`src/hdl/abb_pkg.sv`:
```
// Shared types and constants for the alpha blend blitter.
// No dependencies; compiled first.
package abb_pkg;

    localparam int PIX_W = 32;
    localparam int MUL_B_W = 9;
    localparam int CFG_W = 11;
    localparam int CFG_IDX_W = 2;

    localparam logic [1:0] OP_BLEND = 2'd0;
    localparam logic [1:0] OP_READ  = 2'd1;
    localparam logic [1:0] OP_CLEAR = 2'd2;

    localparam logic [CFG_IDX_W-1:0] REG_DEST_WIDTH  = 2'd0;
    localparam logic [CFG_IDX_W-1:0] REG_DEST_HEIGHT = 2'd1;
    localparam logic [CFG_IDX_W-1:0] REG_X_OFFSET    = 2'd2;
    localparam logic [CFG_IDX_W-1:0] REG_Y_OFFSET    = 2'd3;

    localparam logic [PIX_W-1:0] MASK_AG   = 32'hFF00FF00;
    localparam logic [PIX_W-1:0] MASK_RB   = 32'h00FF00FF;
    localparam logic [PIX_W-1:0] MASK_G    = 32'h0000FF00;
    localparam logic [PIX_W-1:0] ALPHA_ONE = 32'h01000000;

    typedef struct packed {
        logic               en;
        logic [PIX_W-1:0]   a;
        logic [MUL_B_W-1:0] b;
        logic [PIX_W-1:0]   c;
    } mac_ctl_t;

endpackage

```
`src/hdl/abb_mac.sv`:
```
// Shared multiply-add unit: acc <= a * b + c, mod 2^32, one step per cycle while ctl.en is high.
// Depends on abb_pkg.
module abb_mac (
    input  logic                      clk,
    input  abb_pkg::mac_ctl_t         ctl,
    output logic [abb_pkg::PIX_W-1:0] acc
);
    import abb_pkg::*;

    logic [PIX_W-1:0] acc_reg;
    logic [PIX_W-1:0] acc_next;

    assign acc_next = ctl.a * PIX_W'(ctl.b) + ctl.c;

    always_ff @(posedge clk)
    begin
        if (ctl.en)
        begin
            acc_reg <= acc_next;
        end
    end

    assign acc = acc_reg;

endmodule

```
`config.mk`:
```
export PLATFORM = sky130hd
export DESIGN_NAME = abb_mac
export DESIGN_NICKNAME = d
export VERILOG_FILES = /design/src/hdl/abb_pkg.sv /design/src/hdl/abb_mac.sv
export SDC_FILE = /design/constraint.sdc
export NUM_CORES = 1
export LEC_CHECK = 0
export BUFFER_PORTS_ARGS = -buffer_cell sky130_fd_sc_hd__clkbuf_2
export CORE_MARGIN = 8
export CORE_UTILIZATION = 65
export CTS_CLUSTER_SIZE = 14
export DETAILED_ROUTE_END_ITERATION = 12
export PLACE_DENSITY = 0.87
export SKIP_LAST_GASP = 1
export SYNTH_ARGS = -nofsm -noshare
export SYNTH_HDL_FRONTEND = slang
export SYNTH_SLANG_ARGS = --single-unit
```
`constraint.sdc`:
```
create_clock -name clk -period 15.5 [get_ports clk]
set_input_delay 0.775 -clock clk [delete_from_list [all_inputs] [get_ports clk]]
set_output_delay 0.775 -clock clk [all_outputs]
set_load 0.005 [all_outputs]
```
==> reports/metrics.yaml <==
clock_network:
  cts.repair.resized: 0
  cts.sinks: 32
  htreeDepth: 2
  cts_buffers: 5
  clockBufferDepth: 2
  ctsHoldBuffers: 0
  cts_setup_buffers: 0
  cts-root-buf: "clkbuf_16"
  clk_pin_slew_ns: 0.06
  cts_tree: "done"
timing:
  hold_viol_final: 0
  slew_headroom_pct: 45.95
  tightest_slew_ns: 0.8108
  slew_violations: 0
  fin_ws_ns: 9.346
  clock.fmax_mhz: 162.5
  finalCriticalPeriod_ns: 6.154
  final-setup-viol-count: 0
  tns_ns: 0
  rsz0062_at_grt: "false"
  finalCritPeriodShare_pct: 39.70
logic_synthesis:
  ys_seq_area_share_pct: 10.35
  synth_edf_count: 32
  ys_async_sr_fraction_pct: 0
  syn_inst: 984
  ys_top_cells_by_area: "fa_1 44%, edfxtp_1 10%, and2_1 9.4%"
  synth_area_um2: 9286
  synth-main-ff-cell: "edfxtp_1"
  yosysMostFrequentCell: "inv_1"
  ys_ff_latch: 32
  synth_warnings: 0
  synth_cell_types: 53
  synth_top_cell_by_area: "fa_1"
  syn_avg_cell_area_um2: 9.437
  synth_top_area_share_pct: 44.41
  synthTopCellsByCount: "223 x inv_1, 206 x fa_1, 140 x and2_1"
  syn_nets: 1312
worst_hold_path:
  holdCritPathClass: "in -> reg"
  hold_end: "acc[0]"
  hp-start: "ctl[0]"
  min_delay_path_depth: 2
drt:
  drc_errors: 0
  first_pass_iters: 5
  drt_iter0_drc: 352
  wl_per_cell_um: 17.39
  via_count: 6986
  vias_per_cell: 5.598
  detail-route-antenna-nets: 0
  drt_wl_total_um: 21700
global_route:
  antenna_found_initial: 0
  grt_start_max_net_pins: 33
  grt_overflow: 0
  grt_pass1_wl_um: 36600
  track_usage_pct: 25.45
  grt_pass1_vias: 7657
critical_path:
  crit_top_cell: "fa_1"
  crit_chain: "clkbuf_2 > nand2_1 > fa_1 > inv_1 > fa_1 > fa_1 > fa_1 > inv_1 > fa_1 > inv_1 > ha_1 > a21o_1 > a211oi_2 > a21oi_1 > and2_4 > a211oi_2 > nor4_1 > or3b_1"
  cpPeakStageDelay_ns: 0.57
  cp_slowest_cell: "fa_1"
  cp_num_buf_inv: 4
  worstPathRequired_ns: 15.55
  crit_path_start_kind: "input pin"
  cp-end-kind: "register"
  critPathLaunch: "ctl[32]"
  critical_path_class: "in -> reg"
  critPathMaxFanout: 32
  arrival_ns: 6.20
  worst_path_dominant_cell_family: "adder cells"
placement:
  place_hpwl_um: 17870
  port_buffers: 106
  place.gp.congestion: 0.9277
  placed_area_um2: 9917
  post-place-ws_ns: 9.067
floorplan:
  die_height_um: 135.5
  ios: 107
  dieArea_um2: 18370
  die_w_um: 135.5
  placement_rows: 43
  core_um2: 13930
  initial_core_util_pct: 66.64
cells_and_area:
  syn_to_final_growth_pct: 8.555
  final-seq-area_um2: 960.9
  fin_nets: 1395
  post-route-cell-area_um2: 10080
  drive_gt1_share_pct: 12.17
  nFillCells: 1015
  multi_input_area_um2: 7363
  largest_reg_flops: 32
  n_antenna_cell: 0
status:
  status: "complete, no violations"
flow_run:
  drv_cap: 0
-- how the worst max path moves through the flow --
stage / depth (start not counted) / end / slack, ns
4_1_cts: 18 / acc[25] / 9.40
3_5_place_dp: 18 / acc[25] / 9.07
3_3_place_gp: 18 / acc[25] / 9.21
2_1_floorplan: 20 / acc[31] / 9.74
5_1_grt: 18 / acc[28] / 9.02
6_report: 18 / acc[25] / 9.35
-- routing by layer --
layer / routed length, um / track usage (%)
met3: 2082 / 6.046
met2: 11150 / 44.26
met5: 0 / 0
met4: 587 / 8.390
met1: 7880 / 30.46
-- kinds of logic after synthesis --
group	count (synthesis)	share of synthesized area [%]
AND/OR/NAND/NOR	308	17.06
XOR/XNOR	45	4.244
adder cells (fa/ha/maj)	253	50.74
buffers and inverters	253	10.36
flip-flops	32	10.35
AO/OA/AOI/OAI	93	7.249
-- layout by cell type, fill, tap and decap left out, types with 2 or more instances in the layout --
master,n
a211oi_1,3
a211oi_2,3
a21o_1,15
a21oi_1,25
a31o_2,2
a31oi_1,6
and2_1,140
and3_1,3
clkbuf_16,5
clkbuf_2,106
edfxtp_1,32
fa_1,206
ha_1,47
inv_1,223
nand2_1,128
nand4_1,4
nor2_1,13
nor2b_1,4
nor3_1,3
o21ai_0,11
o21ai_1,2
o21ai_2,3
o21bai_1,8
or3_1,2
or3b_1,2
xnor2_1,35
xor2_1,10
-- metrics by stage --
stage	hold slack [ns]	utilization [%]	instances
after floorplan	0.8875	-	984
after global placement	1.077	71.17	1240
after detailed placement	1.076	71.17	1240
after CTS	0.7765	72.34	1248
after global routing	0.7925	72.34	1248
final	0.7810	72.34	1248
-- cell type report --
class                      instances  share of cell area [%]
clock buffer                       6                   1.278
clock inverter                     2                  0.3475
inverter                         223                   8.303
multi-input combinational        699                   73.04
sequential                        32                   9.532
tap                              180                   2.234
timing repair buffer             106                   5.263
Power is not shown: default switching activity piles up to over one toggle a cycle in this logic, so the estimate is an artifact.
